## config.mk

```make
export PLATFORM = sky130hd
export DESIGN_NAME = etfi_front
export DESIGN_NICKNAME = d
export VERILOG_FILES = /design/src/rtl/etfi_pkg.sv /design/src/rtl/etfi_front.sv
export SDC_FILE = /design/constraint.sdc
export NUM_CORES = 2
export LEC_CHECK = 0
export ABC_AREA = 1
export BUFFER_PORTS_ARGS = -buffer_cell sky130_fd_sc_hd__clkbuf_2
export CELL_PAD_IN_SITES_DETAIL_PLACEMENT = 1
export CELL_PAD_IN_SITES_GLOBAL_PLACEMENT = 1
export CORE_UTILIZATION = 44
export CTS_BUF_LIST = sky130_fd_sc_hd__clkbuf_16
export DETAILED_ROUTE_END_ITERATION = 12
export PLACE_DENSITY = 0.9
export RECOVER_POWER = 100
export REMOVE_ABC_BUFFERS = 1
export SLEW_MARGIN = 5
export SYNTH_ARGS = -nofsm -noshare
export SYNTH_HDL_FRONTEND = slang
export SYNTH_SLANG_ARGS = --single-unit
```

## constraint.sdc

```tcl
create_clock -name clk -period 9.3 [get_ports clk]
set_input_delay 1.86 -clock clk [delete_from_list [all_inputs] [get_ports clk]]
set_output_delay 1.86 -clock clk [all_outputs]
set_load 0.005 [all_outputs]
```

## src/rtl/etfi_pkg.sv

```systemverilog
// Shared types, register indexes and fixed-point helpers for the escape-time
// fractal iterator. No dependencies; every other file refers to this package.
`default_nettype none

package etfi_pkg;

  // Q8.40 plane coordinates in 48 bits.
  localparam int QW = 48;
  localparam int FracW = 40;
  // Truncated product of two Q.40 magnitudes of at most 2^47: at most 2^54.
  localparam int ProdW = 55;
  // zr^2 + zi^2 at Q.40.
  localparam int MagW = 56;
  // Width of the intermediate sums before saturation.
  localparam int WideW = 62;
  // Signed width of 2*pixel - IMAGE_SIZE.
  localparam int OffW = 14;

  localparam int QueueDepth = 2;
  localparam int QueuePtrW = 1;
  localparam int QueueCntW = 2;

  localparam logic signed [QW-1:0] QMax = 48'sh7FFF_FFFF_FFFF;
  localparam logic signed [QW-1:0] QMin = 48'sh8000_0000_0000;

  // Configuration register indexes.
  localparam logic [2:0] RegFractalMode = 3'd0;
  localparam logic [2:0] RegMaxIterations = 3'd1;
  localparam logic [2:0] RegBailLimit = 3'd2;
  localparam logic [2:0] RegPixelStep = 3'd3;
  localparam logic [2:0] RegCenterReal = 3'd4;
  localparam logic [2:0] RegCenterImag = 3'd5;
  localparam logic [2:0] RegJuliaReal = 3'd6;
  localparam logic [2:0] RegJuliaImag = 3'd7;

  // Fractal mode codes; the unused fourth code runs as Mandelbrot.
  localparam logic [1:0] ModeMandel = 2'd0;
  localparam logic [1:0] ModeShip = 2'd1;
  localparam logic [1:0] ModeJulia = 2'd2;

  typedef struct packed {
    logic [1:0]             fractal_mode;
    logic [15:0]            max_iterations;
    logic [6:0]             bail_limit;
    logic [46:0]            pixel_step;
    logic signed [QW-1:0]   center_real;
    logic signed [QW-1:0]   center_imag;
    logic signed [QW-1:0]   julia_real;
    logic signed [QW-1:0]   julia_imag;
  } cfg_t;

  typedef struct packed {
    logic signed [QW-1:0] pr;
    logic signed [QW-1:0] pi;
  } coord_t;

  typedef enum logic [1:0] {
    PROD_SQR   = 2'd0,
    PROD_SQI   = 2'd1,
    PROD_CROSS = 2'd2
  } prod_sel_t;

  typedef struct packed {
    logic          valid;
    logic [QW-1:0] a;
    logic [QW-1:0] b;
    prod_sel_t     tag;
  } mul_req_t;

  typedef struct packed {
    logic             valid;
    logic [ProdW-1:0] p;
    prod_sel_t        tag;
  } mul_res_t;

  // Clamp a wide signed value to the signed 48-bit range.
  function automatic logic signed [QW-1:0] sat_q(input logic signed [WideW-1:0] v);
    logic signed [QW-1:0] r;
    if ((&v[WideW-1:QW-1]) || !(|v[WideW-1:QW-1])) begin
      r = v[QW-1:0];
    end else if (v[WideW-1]) begin
      r = QMin;
    end else begin
      r = QMax;
    end
    return r;
  endfunction

  // Magnitude of a signed 48-bit value; the most negative value gives 2^47.
  function automatic logic [QW-1:0] mag_q(input logic signed [QW-1:0] v);
    logic [QW-1:0] r;
    r = v[QW-1] ? QW'(-v) : QW'(v);
    return r;
  endfunction

endpackage

`default_nettype wire

```

## src/rtl/etfi_front.sv

```systemverilog
// Front end: accepts pixel coordinates and maps them to the complex plane in
// signed Q8.40 over two register stages. Uses etfi_pkg.
`default_nettype none

module etfi_front #(
  parameter int IMAGE_SIZE = 4096
) (
  input  wire logic                      clk,
  input  wire logic                      rst_n,
  input  wire logic                      in_valid,
  output logic                           in_ready,
  input  wire logic [11:0]               pixel_x,
  input  wire logic [11:0]               pixel_y,
  input  wire logic [46:0]               pixel_step,
  input  wire logic signed [47:0]        center_real,
  input  wire logic signed [47:0]        center_imag,
  input  wire logic                      q_full,
  output logic                           q_push,
  output etfi_pkg::coord_t               q_data
);

  logic                               s1_valid_r, s2_valid_r;
  logic [11:0]                        px_r, py_r;
  logic signed [38:0]                 plo_x_r, plo_y_r;
  logic signed [37:0]                 phi_x_r, phi_y_r;
  logic signed [etfi_pkg::OffW-1:0]   off_x, off_y;
  logic signed [24:0]                 step_lo;
  logic signed [23:0]                 step_hi;
  logic                               s1_move, s2_move;

  function automatic logic signed [etfi_pkg::OffW-1:0] offset2(input logic [11:0] pix);
    logic signed [etfi_pkg::OffW-1:0] r;
    r = $signed({1'b0, pix, 1'b0}) - $signed(etfi_pkg::OffW'(IMAGE_SIZE));
    return r;
  endfunction

  // Full product (off2 * step) / 2 rounded toward zero, plus center, clamped.
  function automatic logic signed [47:0] finish_coord(input logic signed [38:0] plo,
                                                      input logic signed [37:0] phi,
                                                      input logic signed [47:0] center);
    logic signed [etfi_pkg::WideW-1:0] prod, tmp, half, sum;
    prod = {{(etfi_pkg::WideW - 62){1'b0}}, {phi, 24'b0}}
         + {{(etfi_pkg::WideW - 39){plo[38]}}, plo};
    tmp = prod + {{(etfi_pkg::WideW - 1){1'b0}}, prod[etfi_pkg::WideW-1]};
    half = tmp >>> 1;
    sum = half + {{(etfi_pkg::WideW - 48){center[47]}}, center};
    return etfi_pkg::sat_q(sum);
  endfunction

  assign off_x = offset2(px_r);
  assign off_y = offset2(py_r);
  assign step_lo = $signed({1'b0, pixel_step[23:0]});
  assign step_hi = $signed({1'b0, pixel_step[46:24]});

  assign s2_move = s2_valid_r && !q_full;
  assign s1_move = s1_valid_r && (!s2_valid_r || s2_move);
  assign in_ready = !s1_valid_r || s1_move;

  always_ff @(posedge clk) begin
    if (!rst_n) begin
      s1_valid_r <= 1'b0;
      s2_valid_r <= 1'b0;
    end else begin
      if (in_valid && in_ready) begin
        s1_valid_r <= 1'b1;
      end else if (s1_move) begin
        s1_valid_r <= 1'b0;
      end
      if (s1_move) begin
        s2_valid_r <= 1'b1;
      end else if (s2_move) begin
        s2_valid_r <= 1'b0;
      end
    end
    if (in_valid && in_ready) begin
      px_r <= pixel_x;
      py_r <= pixel_y;
    end
    if (s1_move) begin
      plo_x_r <= off_x * step_lo;
      phi_x_r <= off_x * step_hi;
      plo_y_r <= off_y * step_lo;
      phi_y_r <= off_y * step_hi;
    end
  end

  assign q_push = s2_move;
  assign q_data.pr = finish_coord(plo_x_r, phi_x_r, center_real);
  assign q_data.pi = finish_coord(plo_y_r, phi_y_r, center_imag);

endmodule

`default_nettype wire

```

# After elaboration in Yosys (flattened, before gate mapping)
# Index checks and enable logic that the tools add are counted.
# word_totals
word_cells	46
reg_bits	180
output_inout_bits	98
# op_classes
multipliers	4
reduce_logical	18
n_addsub	8
mux	8
# ops
cell	n
$mux W48	4
$add A61 B48 Y62	2
$add A62 B1 Y62	2
$add A62 B62 Y62	2
$mul A14 B25 Y39	2
$mul A14 B24 Y38	2
$reduce_and A15 Y1	2
$reduce_or A15 Y1	2
$sub A13 B13 Y14 const B	2
$logic_not A1 Y1	5
$logic_or A1 B1 Y1	4
$mux W1	4
$reduce_bool A2 Y1	2
$logic_and A1 B1 Y1	3

# Logic depth before layout (Yosys ltp)
# depth
depth_word	7
ltp_mapped	36
mapped_depth_nobuf	34

# Worst setup path before layout
# OpenSTA, ideal clock, no wires.
# synth_timing
path_type	input to register
from	input q_full
to	register phi_x_r[10] (enable)
arrival_time_ps	8268
t_required_ps	8635
path_stages	3
setup_slack_ps	367
n_path_buf	0
cell_sequence	nand2_1 inv_1 nor2_1
# synth_via
elab_chain_len	4
# synth_lines
item	line_no	source
start: declaration	etfi_front.sv:17	input wire logic q_full,
$logic_not A1 Y1	etfi_front.sv:55	assign s2_move = s2_valid_r && !q_full;
$logic_and A1 B1 Y1	etfi_front.sv:55	
$logic_or A1 B1 Y1	etfi_front.sv:56	assign s1_move = s1_valid_r && (!s2_valid_r || s2_move);
$logic_and A1 B1 Y1	etfi_front.sv:56	
via s1_move	etfi_front.sv:29	logic s1_move, s2_move;
end signal: assignment	etfi_front.sv:81	phi_x_r <= off_x * step_hi;
end: declaration	etfi_front.sv:25	logic signed [37:0] phi_x_r, phi_y_r;
# The timed path passes the listed nets, and every way through them passes these cells.
# A chain may end at the register's enable or synchronous reset.

# Worst setup path in the final report
# layout_timing
from	input pixel_step[6]
to	register plo_y_r[25], data pin
# layout_via
elab_chain_len	1
# layout_lines
item	line_no	source
start: declaration	etfi_front.sv:14	input wire logic [46:0] pixel_step,
$mul A14 B25 Y39	etfi_front.sv:82	plo_y_r <= off_y * step_lo;
end signal: assignment	etfi_front.sv:82	
end: declaration	etfi_front.sv:24	logic signed [38:0] plo_x_r, plo_y_r;
# No other way between the ends.

==> qor.txt <==
First-pass GRT wire length: 357,000 µm
Area post-placement: 64,100 µm²
Post-detailed-route wirelength per cell: 22.2 µm
Global route overflow: 0
Setup TNS: 0 ns
Final slew viol count: 224
Hold Vio Cnt, Final: 0
Peak Freq: 113 MHz
Worst-path fanout max: 25
Area growth syn-to-layout: 5.76%
Residual DRC: 0
Status: finished, violations left
Clock sink count: 176
Part of the cycle the worst path needs: 95.6%
Post-synth top area share: 31.1%
CTS Buf Count: 17
Critical path arrival: 9.13 ns
Clock buffer depth: 2
Final Instance Area: 64,600 µm²
Htree depth: 4
Max cap viols: 4
Post-layout util: 47.0%
Yosys warns: 0
Area leader, netlist: fa_1
GRT Total Usage: 33.0%
Synth Instances: 8,519
Count leader, synth: nand2_1
Final wirelength: 231,000 µm
Vias per cell: 5.47
RSZ-0062 raised after global routing: false
Root Buffer: clkbuf_16
Via count: 56,900
Synthesized area per cell: 7.18 µm²
Nets: 10,400
Iteration-0 DRC Markers: 3,830
Share of layout cells above drive strength 1: 4.00%
Crit. End Element: flip-flop
Hpwl dp: 195,000 µm
Die Area: 140,000 µm²
Post-route clock skew: 0.0341 ns
Place WS: 0.769 ns
Clock-pin slew of the registers on the worst-case setup and hold paths: 0.08 ns
Hold buffers post-CTS: 0
Clk Latency, worst-skew pair: 0.56 ns
Most frequent cells after synthesis: nand2_1 (2,744), inv_1 (1,946), fa_1 (950)
Actual slew at the worst max-slew pin: 4.50 ns
Minimum clock period after layout: 8.89 ns
Cell area after synthesis: 61,100 µm²
Post-synthesis sequential area ratio: 8.61%
IO buf count: 268
Initial core utilization: 44.4%
Vias in the first global route: 63,700
CTS tree: built
Critical Path RT: 9.55 ns
Main synth FF type: edfxtp_1
Post-synth ARST share: 0%
Distinct cells, synth: 44
WS Path Type: in -> reg
R2R depth: 19
Setup bufs post-CTS: 0
Endpoints failing setup: 0
Routability cong.: 1.02
Startpoint types: primary input
First-pass DRT Iterations: 6
FP Rows: 136
PostCTS Resize Cnt: 0
Largest net degree at the start of global routing: 151
Cell count of the worst hold path: 2
Die Ht: 375 µm
Hold WC Path Type: reg -> reg
Failing checks: max-capacitance violations, max-slew violations
Initial antenna violation count: 25
Rel. slew slack: -200%
Top post-synthesis cells by area: fa_1 (31%), nand2_1 (17%), ha_1 (14%), inv_1 (12%), edfxtp_1 (8.5%)
Core Box Area: 138,000 µm²
IO Count: 269
Yosys reg bits: 176
Die width: 375 µm
DRT antenna net count: 0
Final worst slack: 0.411 ns
Post-synth EDFFs: 174
## critical path, stage by stage
cell and delay, ns:
clkbuf_1 1.21, nand2_1 0.26, fa_1 0.60, inv_1 0.06
fa_1 0.47, fa_1 0.55, inv_1 0.07, fa_1 0.49
fa_1 0.49, inv_1 0.05, ha_1 0.27, ha_1 0.36
nand2_1 0.12, o21ai_0 0.28, nor2_1 0.11, o21bai_1 0.25
a21boi_0 0.22, o21ai_0 0.52, a21boi_0 0.25, xnor2_1 0.64
## cell families (layout without fill, tap and decap cells)
group / count (synthesis) / count (layout) / synth area share, %
other: 0 / 14 / 0
adders and majority gates: 1622 / 1622 / 44.9
DFF: 176 / 176 / 8.61
and+or+nand+nor: 3539 / 3539 / 22.5
xor gates and xnor gates: 293 / 293 / 4.20
buffers and inverters: 2237 / 2316 / 13.9
AOI/OAI and AO/OA: 652 / 652 / 5.94
## area by class of cell
class                   instances  area (µm²)
clock buffers                  17         425
fillers                     17700       73000
diodes                         14        35.0
clock inverters                15         193
inverters                    1950        7320
repair buffers                334        1790
multi-input cells            6106       47400
flip-flops and latches        176        5270
well taps                    1794        2240
## path summary, 6_finish.rpt
kind | start | endpoint | slack, ns
setup / recovery | pixel_step[6] | plo_y_r[25] | 0.41
hold / removal | s2_valid_r | s2_valid_r | 0.49
setup reg to reg | px_r[1] | plo_x_r[35] | 1.48
hold reg to reg | s2_valid_r | s2_valid_r | 0.49
## state kept, by name, indices dropped and copies added (netlist names)
register    cells
s2_valid_r      1
s1_valid_r      1
px_r           12
phi_x_r        37
plo_y_r        38
phi_y_r        37
py_r           12
plo_x_r        38
## through the flow
stage	instances	hold slack [ns]
final	10400	0.491
after global routing	10400	0.524
after CTS	10400	0.500
after detailed placement	10400	0.489
after global placement	10400	0.465
after floorplan	8232	0.447
## metal layers
layer / track usage, % / part of all wire, % / vias up
met2: 56.6 / 48 / 1988
met4: 17.0 / 5.5 / 10
met5: 0 / 0.029 / -
met1: 40.4 / 40 / 28800
met3: 4.54 / 6.1 / 595
li1: - / - / 25500
## placed cells by master, fill, tap and decap left out, drive strengths merged, types with 4 or more instances in the layout
master   netlist  layout
edfxtp       174     174
xnor2        106     106
xor2         187     187
diode          0      14
clkinv         0       4
nand3        146     146
nor3          37      37
o221ai        11      11
o21bai        18      18
inv         1950    1959
a221oi         5       5
a21boi        13      13
a21oi        345     345
a31oi         58      58
a211oi         4       4
a21o          15      15
clkbuf       215     291
o211ai         6       6
nand3b         8       8
o21a          20      20
ha           672     672
nand4         34      34
nor2         545     545
o21ai        144     144
and2           4       4
o2111ai        5       5
fa           950     950
buf           72      60
o31ai          4       4
nand2       2746    2746
and3          14      14
Power is left out: the tool's default activity adds up to more than one toggle a clock period on the data nets, which glitch-free logic cannot reach.
