==> src/rtl/etfi_pkg.sv <==
// Shared types, register indexes and fixed-point helpers for the escape-time
// fractal iterator. No dependencies; every other file refers to this package.
`default_nettype none

package etfi_pkg;

  // Q8.40 plane coordinates in 48 bits.
  localparam int QW = 48;
  localparam int FracW = 40;
  // Truncated product of two Q.40 magnitudes of at most 2^47: at most 2^54.
  localparam int ProdW = 55;
  // zr^2 + zi^2 at Q.40.
  localparam int MagW = 56;
  // Width of the intermediate sums before saturation.
  localparam int WideW = 62;
  // Signed width of 2*pixel - IMAGE_SIZE.
  localparam int OffW = 14;

  localparam int QueueDepth = 2;
  localparam int QueuePtrW = 1;
  localparam int QueueCntW = 2;

  localparam logic signed [QW-1:0] QMax = 48'sh7FFF_FFFF_FFFF;
  localparam logic signed [QW-1:0] QMin = 48'sh8000_0000_0000;

  // Configuration register indexes.
  localparam logic [2:0] RegFractalMode = 3'd0;
  localparam logic [2:0] RegMaxIterations = 3'd1;
  localparam logic [2:0] RegBailLimit = 3'd2;
  localparam logic [2:0] RegPixelStep = 3'd3;
  localparam logic [2:0] RegCenterReal = 3'd4;
  localparam logic [2:0] RegCenterImag = 3'd5;
  localparam logic [2:0] RegJuliaReal = 3'd6;
  localparam logic [2:0] RegJuliaImag = 3'd7;

  // Fractal mode codes; the unused fourth code runs as Mandelbrot.
  localparam logic [1:0] ModeMandel = 2'd0;
  localparam logic [1:0] ModeShip = 2'd1;
  localparam logic [1:0] ModeJulia = 2'd2;

  typedef struct packed {
    logic [1:0]             fractal_mode;
    logic [15:0]            max_iterations;
    logic [6:0]             bail_limit;
    logic [46:0]            pixel_step;
    logic signed [QW-1:0]   center_real;
    logic signed [QW-1:0]   center_imag;
    logic signed [QW-1:0]   julia_real;
    logic signed [QW-1:0]   julia_imag;
  } cfg_t;

  typedef struct packed {
    logic signed [QW-1:0] pr;
    logic signed [QW-1:0] pi;
  } coord_t;

  typedef enum logic [1:0] {
    PROD_SQR   = 2'd0,
    PROD_SQI   = 2'd1,
    PROD_CROSS = 2'd2
  } prod_sel_t;

  typedef struct packed {
    logic          valid;
    logic [QW-1:0] a;
    logic [QW-1:0] b;
    prod_sel_t     tag;
  } mul_req_t;

  typedef struct packed {
    logic             valid;
    logic [ProdW-1:0] p;
    prod_sel_t        tag;
  } mul_res_t;

  // Clamp a wide signed value to the signed 48-bit range.
  function automatic logic signed [QW-1:0] sat_q(input logic signed [WideW-1:0] v);
    logic signed [QW-1:0] r;
    if ((&v[WideW-1:QW-1]) || !(|v[WideW-1:QW-1])) begin
      r = v[QW-1:0];
    end else if (v[WideW-1]) begin
      r = QMin;
    end else begin
      r = QMax;
    end
    return r;
  endfunction

  // Magnitude of a signed 48-bit value; the most negative value gives 2^47.
  function automatic logic [QW-1:0] mag_q(input logic signed [QW-1:0] v);
    logic [QW-1:0] r;
    r = v[QW-1] ? QW'(-v) : QW'(v);
    return r;
  endfunction

endpackage

`default_nettype wire

==> src/rtl/etfi_queue.sv <==
// Short queue of mapped coordinates between the front end and the iteration
// engine. Uses etfi_pkg for the entry type and depth.
`default_nettype none

module etfi_queue (
  input  wire logic             clk,
  input  wire logic             rst_n,
  input  wire logic             push,
  input  wire etfi_pkg::coord_t push_data,
  input  wire logic             pop,
  output etfi_pkg::coord_t      head,
  output logic                  full,
  output logic                  empty
);

  etfi_pkg::coord_t                 mem [etfi_pkg::QueueDepth];
  logic [etfi_pkg::QueuePtrW-1:0]   wr_ptr_r, rd_ptr_r;
  logic [etfi_pkg::QueueCntW-1:0]   count_r;

  assign full = (count_r == etfi_pkg::QueueCntW'(etfi_pkg::QueueDepth));
  assign empty = (count_r == '0);
  assign head = mem[rd_ptr_r];

  always_ff @(posedge clk) begin
    if (push) begin
      mem[wr_ptr_r] <= push_data;
    end
  end

  always_ff @(posedge clk) begin
    if (!rst_n) begin
      wr_ptr_r <= '0;
      rd_ptr_r <= '0;
      count_r <= '0;
    end else begin
      if (push) begin
        wr_ptr_r <= wr_ptr_r + 1'b1;
      end
      if (pop) begin
        rd_ptr_r <= rd_ptr_r + 1'b1;
      end
      if (push && !pop) begin
        count_r <= count_r + 1'b1;
      end else if (pop && !push) begin
        count_r <= count_r - 1'b1;
      end
    end
  end

  a_no_overflow: assert property (@(posedge clk) disable iff (!rst_n)
    (push && !pop) |-> !full)
    else $error("queue written while full");

  a_no_underflow: assert property (@(posedge clk) disable iff (!rst_n)
    pop |-> !empty)
    else $error("queue read while empty");

endmodule

`default_nettype wire

==> config.mk <==
export PLATFORM = sky130hd
export DESIGN_NAME = etfi_queue
export DESIGN_NICKNAME = d
export VERILOG_FILES = /design/src/rtl/etfi_pkg.sv /design/src/rtl/etfi_queue.sv
export SDC_FILE = /design/constraint.sdc
export NUM_CORES = 1
export LEC_CHECK = 0
export CELL_PAD_IN_SITES_DETAIL_PLACEMENT = 0
export CELL_PAD_IN_SITES_GLOBAL_PLACEMENT = 1
export CORE_ASPECT_RATIO = 0.5
export CORE_UTILIZATION = 50
export DETAILED_ROUTE_END_ITERATION = 16
export DONT_BUFFER_PORTS = 1
export PLACE_DENSITY_LB_ADDON = 0.25
export SETUP_SLACK_MARGIN = 0.1
export SLEW_MARGIN = 20
export SYNTH_ARGS = -nofsm -noshare
export SYNTH_HDL_FRONTEND = slang
export SYNTH_SLANG_ARGS = --single-unit
export TNS_END_PERCENT = 20
==> constraint.sdc <==
create_clock -name clk -period 6.85 [get_ports clk]
set_input_delay 0.3425 -clock clk [delete_from_list [all_inputs] [get_ports clk]]
set_output_delay 0.3425 -clock clk [all_outputs]
set_load 0.1 [all_outputs]
[After elaboration in Yosys (flattened, before gate mapping)]
Memories as Yosys holds them, arrays and structs flattened. A register that Yosys moved wholly into a read port is not among the register bits.
Index checks and enable logic that the tools add are counted.
W data, S select, Z words.
Cells by class
  add/sub/neg operators: 4
  eq/ne operators: 1
  mux-type cells: 6
  reduce and logical (&&, ||, !) cells: 6
Operator list (count)
  $mux W1: 4
  $mux W2: 2
  $add A1 B1 Y1 const B: 2
  $add A2 B1 Y2 const B: 1
  $eq A2 B2 Y1 const B: 1
  $logic_and A1 B1 Y1: 2
  $logic_not A1 Y1: 2
  $logic_not A2 Y1: 1
  $reduce_bool A2 Y1: 1
  $sub A2 B1 Y2 const B: 1
Storage, ports and cells
  bits in registers: 4
  bits in writable memories: 192
  bits of input ports: 100
  output and inout port bits: 98
  memories: 1
Memory list
  mem: depth 2, bits a word 96, read ports 1, clocked after Yosys merged registers in 1, write ports 1, RTL line etfi_queue.sv:16  | etfi_pkg::coord_t mem [etfi_pkg::QueueDepth];

[Logic depth before layout (Yosys ltp)]
Gate-level depths: netlist of the first run.
  word-level depth: 4
  gate-level depth with buffers: 5
  gate-level depth less buffers: 5

[Worst setup path after synthesis of the first run]
OpenSTA, ideal clock, no wires.
  path kind: register to register
  start: reg wr_ptr_r
  end: mem mem[0][0] (netlist bit), enable pin
  setup time: 0.563 ns
  arrival: 4.570 ns
  required time: 6.287 ns
  path slack: 1.717 ns
  cell stages (with the launch flop): 2
  period minus slack after synthesis: 5.133 ns
  cells stage by stage: dfxtp_1 nor2b_1
RTL lines
  start, declared: RTL line etfi_queue.sv:17  | logic [etfi_pkg::QueuePtrW-1:0] wr_ptr_r, rd_ptr_r;
  start signal, assigned: RTL line etfi_queue.sv:37  | wr_ptr_r <= wr_ptr_r + 1'b1;
  end, declared: RTL line etfi_queue.sv:16
Straight into the memory's write port.

==> results.md, run 1 <==
| Parameter | Value | Unit |
|:---|:---|:---|
| Clock transition at the registers of the reported paths | 0.07 | ns |
| HPWL after detailed placement | 7510 | um |
| DRC violations left | 0 | - |
| Sequential area share after synthesis | 0.799 | - |
| Iteration count of the initial detailed-routing pass | 4 | - |
| Longest individual stage delay on the worst path | 0.81 | ns |
| Mean area per synthesized cell | 22.9 | um^2 |
| Die outline area | 15200 | um^2 |
| Layout filler cell count | 982 | - |
| Fraction of layout cells with a size suffix above 1 | 0.328 | - |
| Final Net Count | 496 | - |
| Total count of hold-check failures in the final report | 0 | - |
| Part of the total power dissipated in combinational logic | 0.214 | - |
| Count of maximum capacitance violations | 0 | - |
| Number of max-slew violations in the final report | 0 | - |
| Power share of the clock group | 0.312 | - |
| Grt total ovfl | 0 | - |
| Status | completed | - |
| Detailed Route WL | 12300 | um |
| Die height | 87.7 | um |
| Maximum number of buffers from clock root to sink | 2 | - |
| P_leak | 0.00297 | uW |
| Post-CTS Setup Repair Bufs | 0 | - |
| Overall power of the completed layout | 3000 | uW |
| Share of the clock period used by the worst path | 0.445 | - |
| Synthesized cell area | 7340 | um^2 |
| Post-synth EDFFs | 192 | - |
| Global-route wire length before repair | 17800 | um |
| Crit path max fanout | 63 | - |
| Class of the most critical hold timing path | primary input to flop | - |
| WP data required | 6.51 | ns |
| TNS Setup | 0 | ns |
| Antenna violations before repair | 0 | - |
| Sequential cell fraction of total power | 0.474 | - |
| Die span in x | 173 | um |
| Total internal power | 2000 | uW |
| Starting utilization of the core area | 0.527 | - |
| Placed cell count | 505 | - |
| CP max stage cell | buf_4 | - |
| Power density relative to cell area | 345 | nW/um^2 |
| Category of the worst setup path capture point | primary output | - |
| Area contributors post-synth | edfxtp_1, mux2_2, mux2_4 | - |
| Crit Path Class | flop to primary output | - |
| Startpoint type of the worst setup path | flop | - |
| R2r worst-path depth | 2 | - |
| Top cell type's share of synthesized area | 0.785 | - |
| Worst Hold Path Cells | 0 | - |
| Switching power | 999 | uW |
| RSZ-0062 raised after global routing | false | - |
| Area Growth Syn to Fin | 18.3 | % |
| Data arrival time of the critical path | 2.71 | ns |
| Boundary Pins | 198 | - |
| Number of clock sinks | 197 | - |
| N_diodes | 0 | - |
| Nets in the synthesized netlist | 422 | - |
| Iteration-0 DRC Markers | 166 | - |
| Worst slew margin relative to its limit | 0.263 | - |
| Detailed-route vias per instance | 5.20 | - |
| Final non-filler cell total | 600 | - |
| Worst-Skew Late Latency | 0.42 | ns |
| Transition time of the tightest slew-check pin | 1.10 | ns |
| Num CTS Buffers | 17 | - |
| Post-Place Setup Slack | 4.24 | ns |
| Core region area | 13900 | um^2 |
| Final setup margin | 3.80 | ns |
| Maximum number of pins on one net before global-route repair | 79 | - |
| Achievable clock frequency | 328 | MHz |
| Switching power share of the total | 0.334 | - |
| GRT Util Overall | 0.162 | - |
| Post-layout minimum cycle time | 3.05 | ns |
| Clock root buffer master | clkbuf_16 | - |
| Number of setup violations in the final report | 0 | - |
| Remaining number of nets flagged by the antenna check after routing | 0 | - |
| Htree depth | 4 | - |
| Final weighted congestion in routability-driven placement | 0.701 | - |
| Most frequently used flop master after synthesis | edfxtp_1 | - |
| # port buffers | 0 | - |
| Vias after detailed routing | 3119 | - |
| FP Rows | 30 | - |
| Yosys warnings | 0 | - |
| Wire length per cell after detailed routing | 20.5 | um |
| Skew final | 0.0110 | ns |
| Crit-path cells | buf_4 > mux2_2 | - |
| Worst ir drop on vdd | 155 | uV |
| Async S/R FF share, synth | 0 | - |
| Post-synthesis sequential element count | 197 | - |
| Post-synth cell types | 19 | - |
| Cell count after synthesis | 321 | - |
| CTS tree | built | - |
| Vias in the first global route | 3185 | - |
| Cell type with the largest total area after synthesis | edfxtp_1 | - |
## layout by cell type, fill, tap and decap left out, drive strengths merged
| cell | instances |
|---|---|
| mux2 | 96 |
| inv | 8 |
| xnor2 | 1 |
| edfxtp | 192 |
| o21ai | 1 |
| and2 | 4 |
| clkbuf | 20 |
| buf | 3 |
| a21boi | 1 |
| dfxtp | 5 |
| clkinv | 4 |
| clkinvlp | 1 |
| ha | 1 |
| dlygate4sd3 | 63 |
| xor2 | 2 |
| nor2b | 3 |
| or3 | 1 |
| nor2 | 1 |
| o21a | 1 |
## flip-flops by register name, indices dropped and copies added, names as in the netlist, named ones only
register / cells
count_r: 2
mem: 192
rd_ptr_r: 1
wr_ptr_r: 1
## path summary, 6_finish.rpt
check | from | to | slack [ns]
max | flop | head[91] | 3.80
min | push_data[37] | mem[1][37] | 0.02
max reg2reg | wr_ptr_r | mem[0][66] | 4.69
min reg2reg | count_r[1] | count_r[1] | 0.53
## stage by stage
step / instance area [um^2] / hold WS (ns) / utilization
2_1_floorplan: 7340 / 0.441 / -
3_3_place_gp: 7490 / 0.441 / 0.538
3_5_place_dp: 7490 / 0.441 / 0.538
4_1_cts: 8470 / 0.000154 / 0.608
5_1_grt: 8690 / 0.000190 / 0.624
6_report: 8690 / 0.0204 / 0.624
## layout make-up
class / instances / area [um^2] / share of cell area
Clock buffer: 20 / 447 / 0.0514
Clock inverter: 12 / 114 / 0.0131
Inverter: 1 / 3.75 / 0.000432
Multi-Input combinational cell: 112 / 1360 / 0.156
Sequential cell: 197 / 5870 / 0.676
Tap cell: 192 / 240 / 0.0277
Timing Repair Buffer: 66 / 653 / 0.0752
## critical path: cells and delay by family (launching register included)
| family | cells | cell delay [ns] |
|---|---|---|
| buffers and inverters | 1 | 0.81 |
| multiplexers | 1 | 0.67 |
| flip-flops | 1 | 0.68 |
## Yosys cell counts (2+ instances only)
| cell type | count |
|---|---|
| mux2_4 | 40 |
| mux2_2 | 56 |
| buf_12 | 4 |
| nor2b_1 | 3 |
| buf_2 | 5 |
| edfxtp_1 | 192 |
| dfxtp_1 | 5 |
| and2_1 | 4 |
| xor2_1 | 2 |
## kinds of logic after synthesis
group | synth area share
flops | 0.799
simple gates | 0.00733
xor+xnor | 0.00358
buf+inv | 0.0184
fa+ha+maj | 0.00170
mux | 0.168
compound gates | 0.00273
## layer usage
layer	routed length (um)	global-route usage	vias up
li1	-	-	1415
met1	4740	0.178	1559
met2	6420	0.286	125
met3	885	0.0590	20
met4	249	0.0829	0
met5	0	0	-
## repair_timing
item / in CTS / in global routing
hold buffers: 41 / 22
endpoints found under the hold margin: 74 / 36
resized for setup: 0 / 0
## power by group through the flow
| stage | sequential [uW] | combinational, uW | clock [uW] |
|---|---|---|---|
| floorplan | 1440 | 602 | 0 |
| finish | 1420 | 642 | 935 |
| CTS | 1420 | 632 | 951 |
| global route | 1420 | 655 | 995 |
| detailed placement | 1450 | 610 | 0 |
| global placement | 1440 | 606 | 0 |
Note: power is estimated with default switching activity, not from simulation.
==> inputs of run 2 (changes only) <==
ABC_AREA = 1   (was not set)
clock period = 3.01 ns   (was 6.85 ns; I/O delays follow)
==> run 2 against run 1 <==
  * Non-clock buffer count is 40 higher
  * Utilization increased by 3.0 points
  * Area after synthesis grew 0.15%
  * Total power up 120%
  * Cell count rose by 8.8%
  * Sequential power up 130%
  * Hold slack improved by 0.016 ns
  * Clock skew is 0.0032 ns lower
  * Combinational power is 110% higher
  * Synthesized cell count is 4.0% higher
  * Largest power group unchanged
==> results.md, run 2 <==
| Parameter | Value | Unit |
|:---|:---|:---|
| Boundary Pins | 198 | - |
| Power density relative to cell area | 735 | nW/um^2 |
| N_diodes | 0 | - |
| Worst slew margin relative to its limit | 0.277 | - |
| Area of combinational cells with multiple inputs | 1340 | um^2 |
| Post-synth cell types | 16 | - |
| Start point of the worst min-delay path | pop | - |
| Worst ir drop on vdd | 418 | uV |
| Core region area | 14000 | um^2 |
| Die height | 87.8 | um |
| Largest registers | mem: 192 flops, count_r: 2 flops | - |
| Post-synth EDFFs | 192 | - |
| Data arrival time of the critical path | 1.95 | ns |
| FP Rows | 30 | - |
| Detailed-route vias per instance | 5.06 | - |
| Post-layout minimum cycle time | 2.10 | ns |
| CTS tree | built | - |
| Yosys warnings | 0 | - |
| Longest individual stage delay on the worst path | 0.61 | ns |
| Detailed Route WL | 12400 | um |
| WP data required | 2.86 | ns |
| Layout filler cell count | 934 | - |
| Status | completed | - |
| Commonest non-fill, non-tap cell in the layout | edfxtp_1 | - |
| Antenna violations before repair | 0 | - |
| Count of maximum capacitance violations | 0 | - |
| Iteration-0 DRC Markers | 180 | - |
| Final Net Count | 549 | - |
| Mean area per synthesized cell | 22.0 | um^2 |
| Die outline area | 15200 | um^2 |
| Worst-Skew Late Latency | 0.41 | ns |
| HPWL after detailed placement | 7940 | um |
| Number of setup violations in the final report | 0 | - |
| Cell type with the largest total area after synthesis | edfxtp_1 | - |
| CP max stage cell | mux2_2 | - |
| Htree depth | 4 | - |
| Grt total ovfl | 0 | - |
| Launch point of the worst reg-to-reg path | wr_ptr_r | - |
| P_leak | 0.00318 | uW |
| Transition time of the tightest slew-check pin | 1.08 | ns |
| Num CTS Buffers | 17 | - |
| Commonest cells after routing, fill and taps aside | edfxtp_1, dlygate4sd3_1, mux2_2 | - |
| Area Growth Syn to Fin | 24.0 | % |
| Clock root buffer master | clkbuf_16 | - |
| Category of the worst setup path capture point | primary output | - |
| Vias after detailed routing | 3304 | - |
| Wire length per cell after detailed routing | 19.0 | um |
| Vias in the first global route | 3618 | - |
| Skew final | 0.00783 | ns |
| DRC violations left | 0 | - |
| Category of cells accounting for the largest share of critical-path delay | multiplexers | - |
| Switching power share of the total | 0.324 | - |
| GRT Util Overall | 0.167 | - |
| Most frequently used flop master after synthesis | edfxtp_1 | - |
| Most flops, register | mem | - |
| Largest register FFs | 192 | - |
| TNS Setup | 0 | ns |
| Post-synthesis sequential element count | 197 | - |
| Starting utilization of the core area | 0.527 | - |
| Iteration count of the initial detailed-routing pass | 4 | - |
| Sequential cell fraction of total power | 0.480 | - |
| Share of the clock period used by the worst path | 0.699 | - |
| Area contributors post-synth | edfxtp_1, mux2_2, mux2_4 | - |
| Async S/R FF share, synth | 0 | - |
| Crit Path Class | flop to primary output | - |
| Die span in x | 174 | um |
| Nets in the synthesized netlist | 435 | - |
| Power share of the clock group | 0.317 | - |
| Part of the total power dissipated in combinational logic | 0.203 | - |
| Count of buffering cells on the critical path with inverters included | 1 | - |
| RSZ-0062 raised after global routing | false | - |
| Maximum number of pins on one net before global-route repair | 53 | - |
| Combined flip-flop and latch cell area | 5870 | um^2 |
| Leading cell type by number of instances after synthesis | edfxtp_1 | - |
| Crit-path cells | buf_4 > mux2_2 | - |
| Area after DPL | 7550 | um^2 |
| Total internal power | 4530 | uW |
| # port buffers | 0 | - |
| Clock transition at the registers of the reported paths | 0.07 | ns |
| Total count of hold-check failures in the final report | 0 | - |
| Global-route wire length before repair | 18900 | um |
| Switching power | 2170 | uW |
| Startpoint type of the worst setup path | flop | - |
| Top cell type's share of synthesized area | 0.784 | - |
| Synthesized cell area | 7360 | um^2 |
| Synth top cells by count | edfxtp_1, mux2_2, mux2_4 | - |
| Cell count after synthesis | 334 | - |
| Sequential area share after synthesis | 0.797 | - |
| Final weighted congestion in routability-driven placement | 0.692 | - |
| Fraction of layout cells with a size suffix above 1 | 0.299 | - |
| Number of max-slew violations in the final report | 0 | - |
| Achievable clock frequency | 476 | MHz |
| Class of the most critical hold timing path | primary input to flop | - |
| Remaining number of nets flagged by the antenna check after routing | 0 | - |
| Crit path max fanout | 31 | - |
| Post-layout instance area | 9120 | um^2 |
| Number of clock sinks | 197 | - |
| Maximum number of buffers from clock root to sink | 2 | - |
[run 2: final timing paths]
kind                              endpoint  slack [ns]  depth (start not counted)
worst max-delay path              head[20]        0.91                          2
worst min-delay path            count_r[0]        0.04                          3
worst max register to register    wr_ptr_r        1.16                          5
worst min register to register        flop        0.53                          3
[run 2: cell type report]
| cell class | instances | share of cell area |
|---|---|---|
| Timing Repair Buffer | 106 | 0.118 |
| Tap cell | 192 | 0.0263 |
| Clock buffer | 17 | 0.0466 |
| Multi-Input combinational cell | 118 | 0.147 |
| Inverter | 8 | 0.00357 |
| Sequential cell | 197 | 0.643 |
| Clock inverter | 15 | 0.0152 |
[run 2: repair_timing]
action                                 4_1_cts  5_1_grt
resized for setup                            0        0
hold buffers                               101        0
endpoints found under the hold margin      197        0
buffers inserted                             0        0
[run 2: through the flow]
stage          std cells  total power [uW]  hold slack [ns]  worst slack [ns]  utilization
5_1_grt              653              6890           0.0532             0.817        0.653
2_1_floorplan        334              4460            0.249             0.235            -
6_report             653              6700           0.0366             0.908        0.653
3_5_place_dp         520              4520            0.249              1.26        0.540
4_1_cts              653              6750           0.0263             0.881        0.653
3_3_place_gp         520              4500            0.249              1.31        0.540
[run 2: worst register-to-register path: stages (launching register included)]
cell           delay (ns)
dfxtp_1              0.40
nand2_1              0.13
nand2_1              0.08
dlygate4sd3_1        0.54
nor2_1               0.04
dlygate4sd3_1        0.56
[run 2: cells by family after synthesis]
kind of cell,Yosys count,synth area share
compound gates,2,0.00136
fa+ha+maj,1,0.00170
buf+inv,19,0.0219
flops,197,0.797
mux,96,0.167
simple gates,19,0.0102
[run 2: power groups by stage]
| stage | clock [uW] | combinational (uW) | sequential, uW |
|---|---|---|---|
| after floorplan | 0 | 1200 | 3260 |
| after global placement | 0 | 1230 | 3270 |
| after detailed placement | 0 | 1240 | 3280 |
| after CTS | 2170 | 1370 | 3220 |
| after global routing | 2260 | 1400 | 3230 |
| final | 2130 | 1360 | 3220 |
[run 2: routing by layer]
layer / routed length [um] / vias to the layer above / part of all wire / track usage
met1: 4880 / 1660 / 0.39 / 0.184
met4: 91 / 0 / 0.0073 / 0.0652
met5: 0 / - / 0 / 0
met2: 6690 / 105 / 0.54 / 0.311
met3: 754 / 6 / 0.061 / 0.0503
li1: - / 1533 / - / -
==> inputs of run 3 (changes only) <==
ABC_AREA = 0   (was 1)
clock period = 2 ns   (was 3.01 ns; I/O delays follow)
==> run 3 against run 2 <==
  * Clock power is 47% higher
  * Critical path depth grew 1
  * Die area is 0.15% lower
  * Utilization increased by 0.55 points
  * Critical path type unchanged
  * Largest cell class unchanged
==> results.md, run 3 (synthesis gave the netlist of run 1 again) <==
| Parameter | Value | Unit |
|:---|:---|:---|
| Vias in the first global route | 3484 | - |
| Iteration-0 DRC Markers | 179 | - |
| Crit Path Class | flop to primary output | - |
| Number of clock sinks | 197 | - |
| Area Growth Syn to Fin | 24.9 | % |
| Class of the most critical hold timing path | primary input to flop | - |
| Commonest cells after routing, fill and taps aside | edfxtp_1, dlygate4sd3_1, mux2_2 | - |
| Skew final | 0.00910 | ns |
| Most flops, register | mem | - |
| Wire length per cell after detailed routing | 19.4 | um |
| Data arrival time of the critical path | 1.72 | ns |
| Clock transition at the registers of the reported paths | 0.07 | ns |
| Antenna violations before repair | 0 | - |
| Vias after detailed routing | 3263 | - |
| RSZ-0062 raised after global routing | false | - |
| Maximum number of pins on one net before global-route repair | 63 | - |
| Commonest non-fill, non-tap cell in the layout | edfxtp_1 | - |
| Die height | 87.7 | um |
| WP data required | 1.90 | ns |
| Largest registers | mem: 192 flops, count_r: 2 flops | - |
| Placed cell count | 512 | - |
| Worst slew margin relative to its limit | 0.643 | - |
| Startpoint type of the worst setup path | flop | - |
| Starting utilization of the core area | 0.527 | - |
| Crit-path cells | buf_16 > buf_4 > mux2_4 | - |
| Number of max-slew violations in the final report | 0 | - |
| Die span in x | 173 | um |
| CTS tree | built | - |
| # port buffers | 0 | - |
| Worst ir drop on vdd | 523 | uV |
| Grt total ovfl | 0 | - |
| Post-layout minimum cycle time | 1.82 | ns |
| P_leak | 0.00317 | uW |
| Global-route wire length before repair | 18800 | um |
| N_diodes | 0 | - |
| Final non-filler cell total | 645 | - |
| Count of maximum capacitance violations | 0 | - |
| Detailed Route WL | 12500 | um |
| Achievable clock frequency | 549 | MHz |
| Category of the worst setup path capture point | primary output | - |
| TNS Setup | 0 | ns |
| Detailed-route vias per instance | 5.06 | - |
| CP max stage cell | mux2_4 | - |
| Maximum number of buffers from clock root to sink | 2 | - |
| GRT Util Overall | 0.168 | - |
| Crit path max fanout | 39 | - |
| Post-Place Setup Slack | 0.445 | ns |
| Final weighted congestion in routability-driven placement | 0.705 | - |
| Number of setup violations in the final report | 0 | - |
| Fraction of layout cells with a size suffix above 1 | 0.318 | - |
| Num CTS Buffers | 17 | - |
| Largest register FFs | 192 | - |
| Status | completed | - |
| Total count of hold-check failures in the final report | 0 | - |
| HPWL after detailed placement | 7720 | um |
| Power density relative to cell area | 1120 | nW/um^2 |
| DRC violations left | 0 | - |
| Worst-Skew Late Latency | 0.41 | ns |
| Transition time of the tightest slew-check pin | 0.538 | ns |
| Longest individual stage delay on the worst path | 0.43 | ns |
| FP Rows | 30 | - |
| Share of the clock period used by the worst path | 0.910 | - |
| Core region area | 13900 | um^2 |
| Htree depth | 4 | - |
| Final setup margin | 0.180 | ns |
| Clock root buffer master | clkbuf_16 | - |
| Remaining number of nets flagged by the antenna check after routing | 0 | - |
| Boundary Pins | 198 | - |
| Final Net Count | 541 | - |
| Die outline area | 15200 | um^2 |
| Iteration count of the initial detailed-routing pass | 4 | - |
run 3: cell count changes in the layout (fill, tap and decap cells not counted), sizes merged, moves of 3 or more:
cell,change
nand2,-8
and2,+4
buf,+7
inv,-9
nor2,-8
nor2b,+3
run 3: worst paths after layout:
kind	from	to	slack [ns]	cells past startpoint
worst max-delay path	flop	head[46]	0.18	3
worst min-delay path	push	count_r[1]	0.07	3
worst max register to register	wr_ptr_r	wr_ptr_r	0.31	4
worst min register to register	count_r[1]	count_r[1]	0.51	2
run 3: stage by stage:
stage           util  power (uW)  cell area [um^2]  hold WS, ns
4_1_cts        0.659       10400              9170       0.0657
3_3_place_gp   0.547        7060              7610        0.199
6_report       0.659       10300              9170       0.0743
5_1_grt        0.659       10600              9170        0.114
2_1_floorplan      -        6960              7350        0.199
3_5_place_dp   0.547        7090              7610        0.199
run 3: timing repair:
action / 4_1_cts / 5_1_grt
endpoints found under the setup margin: 43 / 0
endpoints found under the hold margin: 197 / 0
hold buffers: 99 / 0
setup buffers: 2 / 0
resized for setup: 1 / 0
run 3: where the power goes:
part	total, uW	internal, uW	switching [uW]
combinational	2350	481	1870
sequential	4830	4770	61.7
clock	3140	1630	1510
total	10300	6870	3450
run 3: worst max-delay path, delay by kind of cell, from the launching register on:
kind	cells	cell delay (ns)
buf+inv	2	0.42
mux	1	0.43
flops	1	0.41
run 3: final cells by class:
| cell class | count | area [um^2] |
|---|---|---|
| clock inverter | 15 | 124 |
| sequential | 197 | 5870 |
| fill | 930 | 4750 |
| clock buffer | 17 | 425 |
| tap | 192 | 240 |
| inverter | 1 | 3.75 |
| timing repair buffer | 111 | 1150 |
| multi-input combinational | 112 | 1360 |
run 3: per-layer routing:
layer,vias to the layer above,GRT usage,part of all wire
met3,8,0.0556,0.067
met2,108,0.300,0.54
met4,0,0.0700,0.0083
met1,1646,0.190,0.39
li1,1501,-,-
met5,-,0,0
